--- config.mk ---
export PLATFORM = sky130hd
export DESIGN_NAME = pipeline_hazard_issue_timer
export DESIGN_NICKNAME = d
export VERILOG_FILES = /design/src/phit_pkg.sv /design/src/phit_front.sv /design/src/phit_queue.sv /design/src/phit_back.sv /design/src/pipeline_hazard_issue_timer.sv
export SDC_FILE = /design/constraint.sdc
export NUM_CORES = 2
export LEC_CHECK = 0
export BUFFER_PORTS_ARGS = -buffer_cell sky130_fd_sc_hd__clkbuf_2
export CORE_MARGIN = 3
export CORE_UTILIZATION = 45
export CTS_BUF_LIST = sky130_fd_sc_hd__clkbuf_2 sky130_fd_sc_hd__clkbuf_4 sky130_fd_sc_hd__clkbuf_8
export CTS_CLUSTER_SIZE = 14
export DETAILED_ROUTE_END_ITERATION = 7
export PLACE_DENSITY = 0.64
export SKIP_LAST_GASP = 1
export SLEW_MARGIN = 40
export SYNTH_ARGS = -nofsm -noshare
export SYNTH_HDL_FRONTEND = slang
export SYNTH_SLANG_ARGS = --single-unit
--- constraint.sdc ---
create_clock -name aclk -period 16.55 [get_ports aclk]
set_input_delay 1.655 -clock aclk [delete_from_list [all_inputs] [get_ports aclk]]
set_output_delay 1.655 -clock aclk [all_outputs]
set_load 0.03 [all_outputs]
--- src/phit_pkg.sv ---
`default_nettype none

package phit_pkg;

    localparam int NUM_REGS       = 32;
    localparam int CYCLE_BITS     = 32;
    localparam int REG_ADDR_BITS  = $clog2(NUM_REGS);
    localparam int REG_FIELD_BITS = 5;
    localparam int OP_BITS        = 2;
    localparam int OPND_COUNT     = 3;
    localparam int MEM_SLOTS      = 3;
    localparam int SLOT_BITS      = $clog2(MEM_SLOTS);
    localparam int STRUCT_LOOK    = MEM_SLOTS + 1;
    localparam int STEP_BITS      = $clog2(STRUCT_LOOK + 1);
    localparam int MEM_STAGE_OFS  = 3;
    localparam int QUEUE_DEPTH    = 2;
    localparam int QPTR_BITS      = $clog2(QUEUE_DEPTH);
    localparam int QCNT_BITS      = $clog2(QUEUE_DEPTH + 1);
    localparam int FETCH_BITS     = 32;
    localparam int STALL_BITS     = 8;
    localparam int STALL_MAX      = 255;
    localparam int S_TDATA_BITS   = 24;
    localparam int M_TDATA_BITS   = 48;

    localparam logic [OP_BITS-1:0] OP_STORE = 2'd1;
    localparam logic [OP_BITS-1:0] OP_JUMP  = 2'd2;

    typedef logic [CYCLE_BITS-1:0] cycle_t;

    typedef enum logic [1:0] {
        HZ_NONE    = 2'd0,
        HZ_DATA    = 2'd1,
        HZ_STRUCT  = 2'd2,
        HZ_CONTROL = 2'd3
    } hazard_t;

    typedef struct packed {
        logic                     used;
        logic [REG_ADDR_BITS-1:0] addr;
        cycle_t                   ready;
    } opnd_t;

    typedef struct packed {
        logic                     is_jump;
        logic                     dst_en;
        logic [REG_ADDR_BITS-1:0] dst_addr;
        opnd_t [OPND_COUNT-1:0]   opnd;
    } item_t;

    typedef struct packed {
        logic                     en;
        logic [REG_ADDR_BITS-1:0] addr;
        cycle_t                   data;
    } wr_t;

    // forward a ready-time write into an item already past its register read
    function automatic item_t patch_item(input item_t it, input wr_t wr);
        item_t res;
        res = it;
        for (int i = 0; i < OPND_COUNT; i++) begin
            if (wr.en && (it.opnd[i].addr == wr.addr)) begin
                res.opnd[i].ready = wr.data;
            end
        end
        return res;
    endfunction

endpackage

`default_nettype wire

--- src/phit_front.sv ---
`default_nettype none

module phit_front (
    input  wire                                 aclk,
    input  wire                                 aresetn,
    input  wire                                 s_tvalid,
    output logic                                s_tready,
    // operation, reg_a, reg_a_valid, reg_b, reg_b_valid, reg_c, reg_c_valid
    input  wire  [phit_pkg::S_TDATA_BITS-1:0]   s_tdata,
    input  phit_pkg::wr_t                       wr,
    output logic                                out_valid,
    input  wire                                 out_ready,
    output phit_pkg::item_t                     out_item
);

    logic                     load;
    logic                     fs_valid_reg;
    logic                     fs_valid_next;
    phit_pkg::item_t          dec_item;
    phit_pkg::item_t          fs_item_reg;
    phit_pkg::cycle_t         ready_mem [phit_pkg::OPND_COUNT][phit_pkg::NUM_REGS];
    logic [phit_pkg::NUM_REGS-1:0]    ready_vld_reg;
    phit_pkg::cycle_t         rd_reg     [phit_pkg::OPND_COUNT];
    logic                     ovr_reg    [phit_pkg::OPND_COUNT];
    logic                     ovr_next   [phit_pkg::OPND_COUNT];
    phit_pkg::cycle_t         ovr_val_reg  [phit_pkg::OPND_COUNT];
    phit_pkg::cycle_t         ovr_val_next [phit_pkg::OPND_COUNT];

    function automatic phit_pkg::opnd_t decode_opnd(
        input logic [phit_pkg::REG_FIELD_BITS-1:0] idx,
        input logic                                vld
    );
        phit_pkg::opnd_t o;
        o.used  = vld && (32'(idx) < 32'(phit_pkg::NUM_REGS));
        o.addr  = phit_pkg::REG_ADDR_BITS'(idx);
        o.ready = '0;
        return o;
    endfunction

    assign s_tready  = !fs_valid_reg || out_ready;
    assign load      = s_tvalid && s_tready;
    assign out_valid = fs_valid_reg;

    always_comb begin
        logic [phit_pkg::OP_BITS-1:0] op;
        op               = s_tdata[1:0];
        dec_item.opnd[0] = decode_opnd(s_tdata[6:2], s_tdata[7]);
        dec_item.opnd[1] = decode_opnd(s_tdata[12:8], s_tdata[13]);
        dec_item.opnd[2] = decode_opnd(s_tdata[18:14], s_tdata[19]);
        dec_item.is_jump  = (op == phit_pkg::OP_JUMP);
        dec_item.dst_en   = (op != phit_pkg::OP_STORE) && dec_item.opnd[0].used;
        dec_item.dst_addr = dec_item.opnd[0].addr;
    end

    always_comb begin
        fs_valid_next = fs_valid_reg;
        if (load) begin
            fs_valid_next = 1'b1;
        end else if (out_ready) begin
            fs_valid_next = 1'b0;
        end
    end

    // override path: entry never written since reset, or written after the read
    always_comb begin
        for (int i = 0; i < phit_pkg::OPND_COUNT; i++) begin
            logic hit_new;
            logic hit_old;
            hit_new = wr.en && (wr.addr == dec_item.opnd[i].addr);
            hit_old = wr.en && (wr.addr == fs_item_reg.opnd[i].addr);
            if (load) begin
                ovr_next[i]     = hit_new || !ready_vld_reg[dec_item.opnd[i].addr];
                ovr_val_next[i] = hit_new ? wr.data : '0;
            end else begin
                ovr_next[i]     = ovr_reg[i] || hit_old;
                ovr_val_next[i] = hit_old ? wr.data : ovr_val_reg[i];
            end
        end
    end

    always_comb begin
        out_item = fs_item_reg;
        for (int i = 0; i < phit_pkg::OPND_COUNT; i++) begin
            out_item.opnd[i].ready = ovr_reg[i] ? ovr_val_reg[i] : rd_reg[i];
        end
    end

    always_ff @(posedge aclk) begin
        if (!aresetn) begin
            fs_valid_reg  <= 1'b0;
            ready_vld_reg <= '0;
        end else begin
            fs_valid_reg <= fs_valid_next;
            if (wr.en) begin
                ready_vld_reg[wr.addr] <= 1'b1;
            end
        end
    end

    always_ff @(posedge aclk) begin
        for (int i = 0; i < phit_pkg::OPND_COUNT; i++) begin
            if (wr.en) begin
                ready_mem[i][wr.addr] <= wr.data;
            end
            if (load) begin
                rd_reg[i] <= ready_mem[i][dec_item.opnd[i].addr];
            end
            ovr_reg[i]     <= ovr_next[i];
            ovr_val_reg[i] <= ovr_val_next[i];
        end
        if (load) begin
            fs_item_reg <= dec_item;
        end
    end

endmodule

`default_nettype wire

--- src/phit_queue.sv ---
`default_nettype none

module phit_queue (
    input  wire               aclk,
    input  wire               aresetn,
    input  wire               push_valid,
    output logic              push_ready,
    input  phit_pkg::item_t   push_item,
    output logic              pop_valid,
    input  wire               pop_ready,
    output phit_pkg::item_t   pop_item,
    input  phit_pkg::wr_t     wr
);

    phit_pkg::item_t                 entry_reg [phit_pkg::QUEUE_DEPTH];
    logic [phit_pkg::QPTR_BITS-1:0]  wr_ptr_reg;
    logic [phit_pkg::QPTR_BITS-1:0]  wr_ptr_next;
    logic [phit_pkg::QPTR_BITS-1:0]  rd_ptr_reg;
    logic [phit_pkg::QPTR_BITS-1:0]  rd_ptr_next;
    logic [phit_pkg::QCNT_BITS-1:0]  count_reg;
    logic [phit_pkg::QCNT_BITS-1:0]  count_next;
    logic                            push;
    logic                            pop;

    function automatic logic [phit_pkg::QPTR_BITS-1:0] ptr_inc(
        input logic [phit_pkg::QPTR_BITS-1:0] p
    );
        return (32'(p) == phit_pkg::QUEUE_DEPTH - 1) ? '0 : p + 1'b1;
    endfunction

    assign push_ready = (32'(count_reg) != phit_pkg::QUEUE_DEPTH);
    assign pop_valid  = (count_reg != '0);
    assign push       = push_valid && push_ready;
    assign pop        = pop_valid && pop_ready;
    assign pop_item   = entry_reg[rd_ptr_reg];

    always_comb begin
        wr_ptr_next = push ? ptr_inc(wr_ptr_reg) : wr_ptr_reg;
        rd_ptr_next = pop ? ptr_inc(rd_ptr_reg) : rd_ptr_reg;
        count_next  = count_reg;
        if (push && !pop) begin
            count_next = count_reg + 1'b1;
        end else if (pop && !push) begin
            count_next = count_reg - 1'b1;
        end
    end

    always_ff @(posedge aclk) begin
        if (!aresetn) begin
            wr_ptr_reg <= '0;
            rd_ptr_reg <= '0;
            count_reg  <= '0;
        end else begin
            wr_ptr_reg <= wr_ptr_next;
            rd_ptr_reg <= rd_ptr_next;
            count_reg  <= count_next;
        end
    end

    always_ff @(posedge aclk) begin
        for (int e = 0; e < phit_pkg::QUEUE_DEPTH; e++) begin
            if (push && (32'(wr_ptr_reg) == e)) begin
                entry_reg[e] <= phit_pkg::patch_item(push_item, wr);
            end else begin
                entry_reg[e] <= phit_pkg::patch_item(entry_reg[e], wr);
            end
        end
    end

endmodule

`default_nettype wire

--- src/phit_back.sv ---
`default_nettype none

module phit_back (
    input  wire                                 aclk,
    input  wire                                 aresetn,
    input  wire                                 in_valid,
    output logic                                in_ready,
    input  phit_pkg::item_t                     in_item,
    output phit_pkg::wr_t                       wr,
    output logic                                m_tvalid,
    input  wire                                 m_tready,
    // fetch_cycle, stall_cycles, hazard_kind
    output logic [phit_pkg::M_TDATA_BITS-1:0]   m_tdata
);

    phit_pkg::cycle_t                  next_cycle_reg;
    phit_pkg::cycle_t                  slot_reg [phit_pkg::MEM_SLOTS];
    logic [phit_pkg::MEM_SLOTS-1:0]    slot_vld_reg;
    logic [phit_pkg::SLOT_BITS-1:0]    slot_ptr_reg;
    logic [phit_pkg::SLOT_BITS-1:0]    slot_ptr_next;
    logic                              m_tvalid_reg;
    logic                              m_tvalid_next;
    logic [phit_pkg::FETCH_BITS-1:0]   m_fetch_reg;
    logic [phit_pkg::STALL_BITS-1:0]   m_stall_reg;
    phit_pkg::hazard_t                 m_kind_reg;

    logic                              take;
    logic [phit_pkg::STRUCT_LOOK-1:0]  busy;
    logic [phit_pkg::STEP_BITS-1:0]    struct_step;
    phit_pkg::cycle_t                  data_cyc;
    logic                              data_hit;
    phit_pkg::cycle_t                  cyc;
    phit_pkg::cycle_t                  diff;
    phit_pkg::hazard_t                 kind;
    logic [phit_pkg::STALL_BITS-1:0]   stall;

    assign in_ready = !m_tvalid_reg || m_tready;
    assign take     = in_valid && in_ready;
    assign m_tvalid = m_tvalid_reg;
    assign m_tdata  = {(phit_pkg::M_TDATA_BITS - phit_pkg::FETCH_BITS
                        - phit_pkg::STALL_BITS - 2)'(0),
                       m_kind_reg, m_stall_reg, m_fetch_reg};

    // memory-stage occupancy of the next few cycles
    always_comb begin
        for (int j = 0; j < phit_pkg::STRUCT_LOOK; j++) begin
            busy[j] = 1'b0;
            for (int i = 0; i < phit_pkg::MEM_SLOTS; i++) begin
                if (slot_vld_reg[i]
                    && (slot_reg[i] == next_cycle_reg + phit_pkg::cycle_t'(j))) begin
                    busy[j] = 1'b1;
                end
            end
        end
        struct_step = phit_pkg::STEP_BITS'(phit_pkg::STRUCT_LOOK);
        for (int j = phit_pkg::STRUCT_LOOK - 1; j >= 1; j--) begin
            if (!busy[j]) begin
                struct_step = phit_pkg::STEP_BITS'(j);
            end
        end
    end

    // scoreboard check, operands in order a, b, c
    always_comb begin
        data_cyc = next_cycle_reg;
        data_hit = 1'b0;
        for (int i = 0; i < phit_pkg::OPND_COUNT; i++) begin
            if (in_item.opnd[i].used && (in_item.opnd[i].ready > data_cyc)) begin
                data_cyc = in_item.opnd[i].ready + 1'b1;
                data_hit = 1'b1;
            end
        end
    end

    always_comb begin
        priority if (in_item.is_jump) begin
            cyc  = next_cycle_reg;
            kind = phit_pkg::HZ_CONTROL;
        end else if (busy[0]) begin
            cyc  = next_cycle_reg + phit_pkg::cycle_t'(struct_step);
            kind = phit_pkg::HZ_STRUCT;
        end else begin
            cyc  = data_cyc;
            kind = data_hit ? phit_pkg::HZ_DATA : phit_pkg::HZ_NONE;
        end
        diff  = cyc - next_cycle_reg;
        stall = (diff > phit_pkg::cycle_t'(phit_pkg::STALL_MAX))
              ? phit_pkg::STALL_BITS'(phit_pkg::STALL_MAX)
              : diff[phit_pkg::STALL_BITS-1:0];
    end

    always_comb begin
        wr.en   = take && in_item.dst_en;
        wr.addr = in_item.dst_addr;
        wr.data = cyc + phit_pkg::cycle_t'(phit_pkg::MEM_STAGE_OFS);
    end

    always_comb begin
        slot_ptr_next = slot_ptr_reg;
        if (take) begin
            slot_ptr_next = (32'(slot_ptr_reg) == phit_pkg::MEM_SLOTS - 1)
                          ? '0 : slot_ptr_reg + 1'b1;
        end
        m_tvalid_next = m_tvalid_reg;
        if (take) begin
            m_tvalid_next = 1'b1;
        end else if (m_tready) begin
            m_tvalid_next = 1'b0;
        end
    end

    always_ff @(posedge aclk) begin
        if (!aresetn) begin
            next_cycle_reg <= '0;
            slot_vld_reg   <= '0;
            slot_ptr_reg   <= '0;
            m_tvalid_reg   <= 1'b0;
        end else begin
            slot_ptr_reg <= slot_ptr_next;
            m_tvalid_reg <= m_tvalid_next;
            if (take) begin
                next_cycle_reg             <= cyc + 1'b1;
                slot_vld_reg[slot_ptr_reg] <= 1'b1;
            end
        end
    end

    always_ff @(posedge aclk) begin
        if (take) begin
            slot_reg[slot_ptr_reg] <= cyc + phit_pkg::cycle_t'(phit_pkg::MEM_STAGE_OFS);
            m_fetch_reg            <= phit_pkg::FETCH_BITS'(cyc);
            m_stall_reg            <= stall;
            m_kind_reg             <= kind;
        end
    end

    a_no_stall_without_delay: assert property (@(posedge aclk) disable iff (!aresetn)
        m_tvalid_reg && (m_kind_reg == phit_pkg::HZ_NONE || m_kind_reg == phit_pkg::HZ_CONTROL)
        |-> m_stall_reg == '0)
        else $error("stall reported without a hazard");

    a_struct_stall_bounded: assert property (@(posedge aclk) disable iff (!aresetn)
        m_tvalid_reg && m_kind_reg == phit_pkg::HZ_STRUCT
        |-> m_stall_reg >= phit_pkg::STALL_BITS'(1)
            && m_stall_reg <= phit_pkg::STALL_BITS'(phit_pkg::STRUCT_LOOK))
        else $error("structural stall out of range");

    a_no_issue_when_blocked: assert property (@(posedge aclk) disable iff (!aresetn)
        m_tvalid_reg && !m_tready |-> !take)
        else $error("issue while result is held");

endmodule

`default_nettype wire

--- src/pipeline_hazard_issue_timer.sv ---
// Issue timer for a five-stage pipeline with scoreboard hazard detection.
// Input channel s_*: one decoded instruction per transfer (tdata fields from
// bit 0: operation, reg_a, reg_a_valid, reg_b, reg_b_valid, reg_c, reg_c_valid).
// Output channel m_*: one result per instruction, in order (tdata fields from
// bit 0: fetch_cycle, stall_cycles, hazard_kind).
// Path: decode/register-file read stage, two-entry queue, then issue stage
// with output register, which offers the result on m_tvalid. Throughput: one
// instruction per cycle while m_tready is high; the issue stage resolves each
// instruction in a single cycle, as the next one needs its fetch cycle.
// Reset: ready times of all registers read as zero (per-register valid bits),
// memory-stage slots are empty and the cycle counter is zero; no clearing
// pass, so s_tready is up in the first cycle after reset.
// Receiver stall: the output register holds its result; the queue and the
// decode stage keep accepting until both are full (three instructions waiting
// behind the held result, four in flight), then s_tready drops.
`default_nettype none

module pipeline_hazard_issue_timer (
    input  wire                                 aclk,
    input  wire                                 aresetn,
    input  wire                                 s_tvalid,
    output logic                                s_tready,
    // operation, reg_a, reg_a_valid, reg_b, reg_b_valid, reg_c, reg_c_valid
    input  wire  [phit_pkg::S_TDATA_BITS-1:0]   s_tdata,
    output logic                                m_tvalid,
    input  wire                                 m_tready,
    // fetch_cycle, stall_cycles, hazard_kind
    output logic [phit_pkg::M_TDATA_BITS-1:0]   m_tdata
);

    phit_pkg::wr_t    wr;
    logic             fs_valid;
    logic             fs_ready;
    phit_pkg::item_t  fs_item;
    logic             q_valid;
    logic             q_ready;
    phit_pkg::item_t  q_item;

    phit_front u_front (
        .aclk      (aclk),
        .aresetn   (aresetn),
        .s_tvalid  (s_tvalid),
        .s_tready  (s_tready),
        .s_tdata   (s_tdata),
        .wr        (wr),
        .out_valid (fs_valid),
        .out_ready (fs_ready),
        .out_item  (fs_item)
    );

    phit_queue u_queue (
        .aclk       (aclk),
        .aresetn    (aresetn),
        .push_valid (fs_valid),
        .push_ready (fs_ready),
        .push_item  (fs_item),
        .pop_valid  (q_valid),
        .pop_ready  (q_ready),
        .pop_item   (q_item),
        .wr         (wr)
    );

    phit_back u_back (
        .aclk     (aclk),
        .aresetn  (aresetn),
        .in_valid (q_valid),
        .in_ready (q_ready),
        .in_item  (q_item),
        .wr       (wr),
        .m_tvalid (m_tvalid),
        .m_tready (m_tready),
        .m_tdata  (m_tdata)
    );

endmodule

`default_nettype wire

# Word-level counts from Yosys, hierarchy flattened
# Memories as Yosys holds them, arrays and structs flattened. A register that Yosys moved wholly into a read port is not among the register bits.
# Cells that the tools add are included.
# Widths: inputs -> output; s select.
dict set report word_totals {
  register_bits 137
  ramBits 3605
  out_inout_bits 50
  wordCells 267
  mem_count 6
}
dict set report classes {
  n_addsub 15
  n_lt_le_gt_ge 16
  eq_ne 31
  mux 107
  n_bitwise 9
  reduce_logical 62
}
# memory depth word_bits rd rd_clocked_by_memory_dff wr line_no
set memory_table {}
lappend memory_table {u_front.ready_mem 3 1024 3 0 3 phit_front.sv:21} ;# phit_pkg::cycle_t ready_mem [phit_pkg::OPND_COUNT][phit_pkg::NUM_REGS];
lappend memory_table {u_queue.entry_reg 2 121 3 1 2 phit_queue.sv:15} ;# phit_pkg::item_t entry_reg [phit_pkg::QUEUE_DEPTH];
lappend memory_table {u_back.slot_reg 3 32 3 0 1 phit_back.sv:17} ;# phit_pkg::cycle_t slot_reg [phit_pkg::MEM_SLOTS];
lappend memory_table {u_front.ovr_val_reg 3 32 3 0 3 phit_front.sv:26} ;# phit_pkg::cycle_t ovr_val_reg [phit_pkg::OPND_COUNT];
lappend memory_table {u_front.rd_reg 3 32 3 0 3 phit_front.sv:23} ;# phit_pkg::cycle_t rd_reg [phit_pkg::OPND_COUNT];
lappend memory_table {u_front.ovr_reg 3 1 3 0 3 phit_front.sv:24} ;# logic ovr_reg [phit_pkg::OPND_COUNT];
# cell count
set ops {}
lappend ops {{$mux 32} 45}
lappend ops {{$mux 1024} 1}
lappend ops {{$bmux 32 s5} 3}
lappend ops {{$eq 32x32->1} 12}
lappend ops {{$mux 121} 2}
lappend ops {{$add 32x1->32 const B} 5}
lappend ops {{$demux 32 s5} 1}
lappend ops {{$add 32x2->32 const B} 3}
lappend ops {{$gt 32x32->1} 3}
lappend ops {{$eq 5x5->1} 15}
lappend ops {{$mux 1} 44}
lappend ops {{$logic_and 1x1->1} 42}
lappend ops {{$add 32x3->32} 1}
lappend ops {{$gt 32x8->1 const B} 1}
lappend ops {{$or 32x32->32} 1}
lappend ops {{$sub 32x32->32} 1}
lappend ops {{$ge 6x6->1 const B} 4}
lappend ops {{$lt 5x6->1 const B} 4}
lappend ops {{$not 5->6} 4}
lappend ops {{$bmux 1 s5} 3}
lappend ops {{$mux 3} 3}
lappend ops {{$logic_or 1x1->1} 8}
lappend ops {{$reduce_bool 2->1} 4}
lappend ops {{$logic_not 1->1} 7}
lappend ops {{other kinds (17)} 23}

# Depth between registers and ports, before layout
dict set report logic_depth {
  ltp_word 16
  depth_mapped 62
  depth_no_buf 49
}

# Modules after synthesis
# A second synthesis with hierarchy kept.
dict set report hier_totals {
  hier_cells 6336
  area_unflattened_um2 99036.2
}
# mod n_inst cells_each area_each_um2
set modules_own_cells {}
lappend modules_own_cells {phit_front 1 3013 65345.2}
lappend modules_own_cells {phit_back 1 2636 21042.7}
lappend modules_own_cells {phit_queue 1 687 12648.4}

# Worst setup path before layout
# OpenSTA, ideal clock, no wires.
dict set report synth_timing {
  path_type {flip-flop to flip-flop}
  from {reg with a tool-made name}
  to {reg u_back.m_stall_reg[3] in the netlist's numbering, data pin}
  arrival_time_ns 13.042
  required_ns 16.279
  path_slack_ns 3.237
  path_stages_with_launch 59
  n_path_buf 13
  synth_period_minus_slack_ns 13.313
  path_cell_list {dfxtp_1 buf_4 buf_6 buf_4 buf_4 buf_2 buf_2 buf_2 buf_2 mux2_2 ha_1 nand4_2 or4_4 nand3b_4 a31o_4 nand2_4 buf_2 buf_1 [... 23 more ...] o221ai_1 inv_1 ha_1 fa_1 nor2b_1 o21a_1 o21a_1 o221a_2 nor4_1 o21bai_1 xnor2_1 o311ai_0 a211oi_1 o2111ai_1 a2111oi_0 and4_1 o311a_1 o21ai_0}
}
# item line_no
set synth_rtl {}
lappend synth_rtl {{end signal: assignment} phit_back.sv:132} ;# m_stall_reg <= stall;
lappend synth_rtl {{end: declaration} phit_back.sv:24} ;# logic [phit_pkg::STALL_BITS-1:0] m_stall_reg;

==> results.md <==
Clock tree:
- The clock latency at the later pin of the worst-skew pair is about 1.1 ns.
- The clock tree root buffer cell is clkbuf_8.
- The tree built by TritonCTS fans out to 1685 sinks.
- TritonCTS built the clock tree.
- After clock tree synthesis, the setup repair step added 0 buffers.
- The H-tree depth is 5.
- The post-cts sizing count is 0.
- In this run, post-CTS hold repair placed 0 buffers.
- The number of CTS-inserted buffers is about 310.
- The clock-pin slew of the registers on the worst-case setup and hold paths is 0.06 ns.
- The maximum buffer depth of the clock tree is 4.

Synthesis:
- The synthesized instance count is 6463.
- In the synthesized netlist the dominant register cell turns out to be edfxtp_1.
- Summed over all instances, the cell type with the most area after synthesis is edfxtp_1.
- Summing the sequential cell areas from Yosys gives 51.21% of the chip area.
- After synthesis, the share of flip-flops with an asynchronous set or reset is 0%.
- The most used standard cell by instance count after synthesis is edfxtp_1.
- The mapped netlist covers 0.09726 mm^2.
- The number of warning messages in the yosys log is 0.
- Of the post-synthesis cell area, the dominant cell type holds 49.59%.
- The number of synthesized flops with an enable pin is 1606.
- The number of different library cells used by synthesis comes to 123.
- The average instance area after synthesis is between 15 and 20 um^2.
- The number of synthesized register bits is 1685.
- In the synthesized netlist, the cells that appear most often are edfxtp_1 (1606), mux4_2 (990), nor2_1 (420).
- In the post-synthesis netlist, the biggest area contributors are edfxtp_1 (50%), mux4_2 (23%), xnor2_1 (3.7%).

Die:
- The vertical extent of the die is 470.9 um.
- The floorplan core area is 0.2148 mm^2.
- The number of top-level design ports is just under 80.
- The floorplan row count is 170.
- The effective utilization at floorplan is 45.27%.
- The die is about 470 um wide.
- The die area is 0.2217 mm^2.

Critical path:
- Among the stages of the critical path, the cell type that occurs most often is ha_1.
- The number of cell instances on the worst register-to-register path is 50.
- The worst setup path is launched from a flip-flop.
- At the worst endpoint, the arrival time is 14.85 ns.
- The largest single stage delay on the critical path is roughly 0.6 ns.
- The data required time at the worst endpoint is 17.28 ns.
- The maximum fanout encountered on the critical timing path is 46.
- The worst register-to-register path has a setup slack of 2.43 ns.
- The end of the worst register-to-register path is u_back.m_stall_reg[2]$_SDFFCE_PN1P_.
- The critical path start-end classification is reg -> reg.
- For this design, the slowest cell found on the critical path is mux2i_1.
- The type of destination of the critical path is a flip-flop.

Final layout:
- The fraction of final layout cells sized beyond drive strength 1 is a little under a third.
- Cells fill ~51% of the core in the end.
- The net count of the finished layout is 6925.
- Relative to the synthesized area, the layout overhead comes to 12.59%.
- The number of flip-flops in the largest register is 1024.

Global route:
- The wire length of the first global-routing pass is between 400000 and 500000 um.
- The total congestion overflow after global routing is 0.
- The total routing resource utilization after global routing is 30.66%.
- The pin count of the biggest net entering global routing is 124.
- The number of global-route vias before repair is between 60000 and 70000.
- The initial antenna violation count is 15.

Power and ir drop:
- In this run the static leakage power is 36.00 nW.
- The cell area power density is 211.7 mW/mm^2.
- IR analysis of the VDD net gives a maximum drop of 0.0001931 V.

Detailed routing:
- The number of detailed-routing iterations run before antenna repair is 6.
- The total vias in the final route is between 60000 and 70000.
- In the routed design, unresolved DRC markers number 0.
- Wires add up to 344600 um.
- The routed length per instance is between 30 and 40 um.
- The detail route stage leaves a number of antenna-violating nets equal to 0.
- The first-iteration detailed-routing DRC count is 8626.
- The per-cell via count in the routed design is 6.689.

Min path:
- The classification of the worst-slack hold path is reg -> reg.
- The beginning of the worst hold path is u_front.out_item[75]$_DFFE_PP_.
- The worst hold path terminates at u_queue.entry_reg[1][75]$_DFFE_PP_.
- The worst hold path cell count is 0.

STA:
- The clock period minus final worst setup slack is 14.12 ns.
- The final-report hold violation count was 0.
- Setup repair after global routing left no endpoint under its margin.
- Once routing completed, OpenROAD measured the worst setup slack at 2.433 ns.
- The final critical-path share of the clock period is 85.30%.
- The worst relative slew slack is 33.21%.
- The worst-case clock skew is about 0.12 ns.
- Based on the critical path, the design can be clocked at up to 0.07084 GHz.
- The final setup TNS is 0 ns.
- Setup violations remaining at the end of the flow were counted as 0.
- The max-slew violation count is 0.
- The slew of the pin with the lowest slew margin is 0.9936 ns.

Status:
- The run finished with clean final reports.

Placed design:
- Once detailed placement completed, the half-perimeter wirelength came to 229700 um.
- The count of input and output buffers is 67.
- The last weighted congestion value of the routability-driven placer is 1.028.
- The post-placement setup slack is 2.516 ns.

Job:
- The number of max-cap violations is 0.
-- how the worst max path moves through the flow --
| stage | startpoint | to | depth (start not counted) |
|---|---|---|---|
| final | flip-flop | u_back.m_stall_reg[2]$_SDFFCE_PN1P_ | 50 |
| after global routing | flip-flop | u_back.m_stall_reg[3]$_SDFFCE_PN1P_ | 52 |
| after CTS | flip-flop | u_back.m_stall_reg[2]$_SDFFCE_PN1P_ | 50 |
| after detailed placement | flip-flop | u_back.m_stall_reg[2]$_SDFFCE_PN1P_ | 50 |
| after global placement | flip-flop | u_back.m_stall_reg[3]$_SDFFCE_PN1P_ | 50 |
| after floorplan | flip-flop | u_back.m_stall_reg[3]$_SDFFCE_PN1P_ | 58 |
-- metal layers --
| layer | up-vias | global-route usage (%) | wire length [um] |
|---|---|---|---|
| met1 | 33850 | 40.69 | 129800 |
| li1 | 26700 | - | - |
| met4 | 4 | 14.45 | 18510 |
| met5 | - | 0 | 26 |
| met2 | 4231 | 47.46 | 157900 |
| met3 | 872 | 7.805 | 38300 |
-- placed cells by master (no fill, tap or decap), types with 33 or more instances in the layout --
master,instances
edfxtp_1,1606
mux4_2,990
xnor2_1,398
nor2_1,384
clkbuf_8,320
mux2i_1,306
buf_4,295
nand2_1,251
a21oi_1,209
inv_1,153
xor2_1,149
o21ai_0,145
nand3_1,142
ha_1,139
mux2_2,133
nand4_1,102
nor3_1,98
clkbuf_4,83
dfxtp_1,75
nor4_1,68
clkinv_1,66
clkbuf_2,52
a21o_1,40
buf_6,40
nor2b_1,37
a211oi_1,35
clkinv_2,33
-- kinds of logic after synthesis --
logic type               count (synthesis)  synth area share [%]
AO/OA/AOI/OAI                          687                 4.725
buffers and inverters                  627                 2.613
other                                    1              0.003856
AND/OR/NAND/NOR                       1317                 6.718
adder cells (fa/ha/maj)                141                 1.829
XOR/XNOR                               572                 5.244
flip-flops                            1685                 51.21
multiplexers                          1433                 27.66
-- critical path: cells and delay by family, from the launching register on --
family	cells	cell delay [ns]
XOR/XNOR	1	0.16
AND/OR/NAND/NOR	12	3.26
multiplexers	1	0.59
adder cells (fa/ha/maj)	5	1.71
AO/OA/AOI/OAI	23	5.72
buffers and inverters	8	1.73
flip-flops	1	0.51
-- where the power goes --
| group | internal [mW] | total [mW] | leakage (nW) | switching [mW] |
|---|---|---|---|---|
| Sequential | 6.93 | 7.22 | 15.5 | 0.292 |
| Combinational | 3.98 | 12.0 | 17.4 | 7.98 |
| Clock | 2.24 | 4.00 | 3.16 | 1.77 |
-- metrics by stage --
stage / power [mW] / hold slack [ns] / cell area [um^2] / instances
6_report: 23.18 / 0.4544 / 109500 / 9815
3_5_place_dp: 18.96 / 0.4446 / 103300 / 9282
4_1_cts: 23.00 / 0.4596 / 109400 / 9803
5_1_grt: 24.22 / 0.4736 / 109500 / 9809
2_1_floorplan: 13.97 / 0.4215 / 97280 / 6468
3_3_place_gp: 18.73 / 0.4330 / 102500 / 9257
-- cell type report --
class	count	area (um^2)
sequential	1685	49820
tap	2838	3551
clock inverter	118	979.7
timing repair buffer	436	3904
inverter	171	651.9
multi-input combinational	4156	45550
fill	17840	105300
antenna	8	20.02
clock buffer	403	5027
Power figures use the tool's default switching activity.
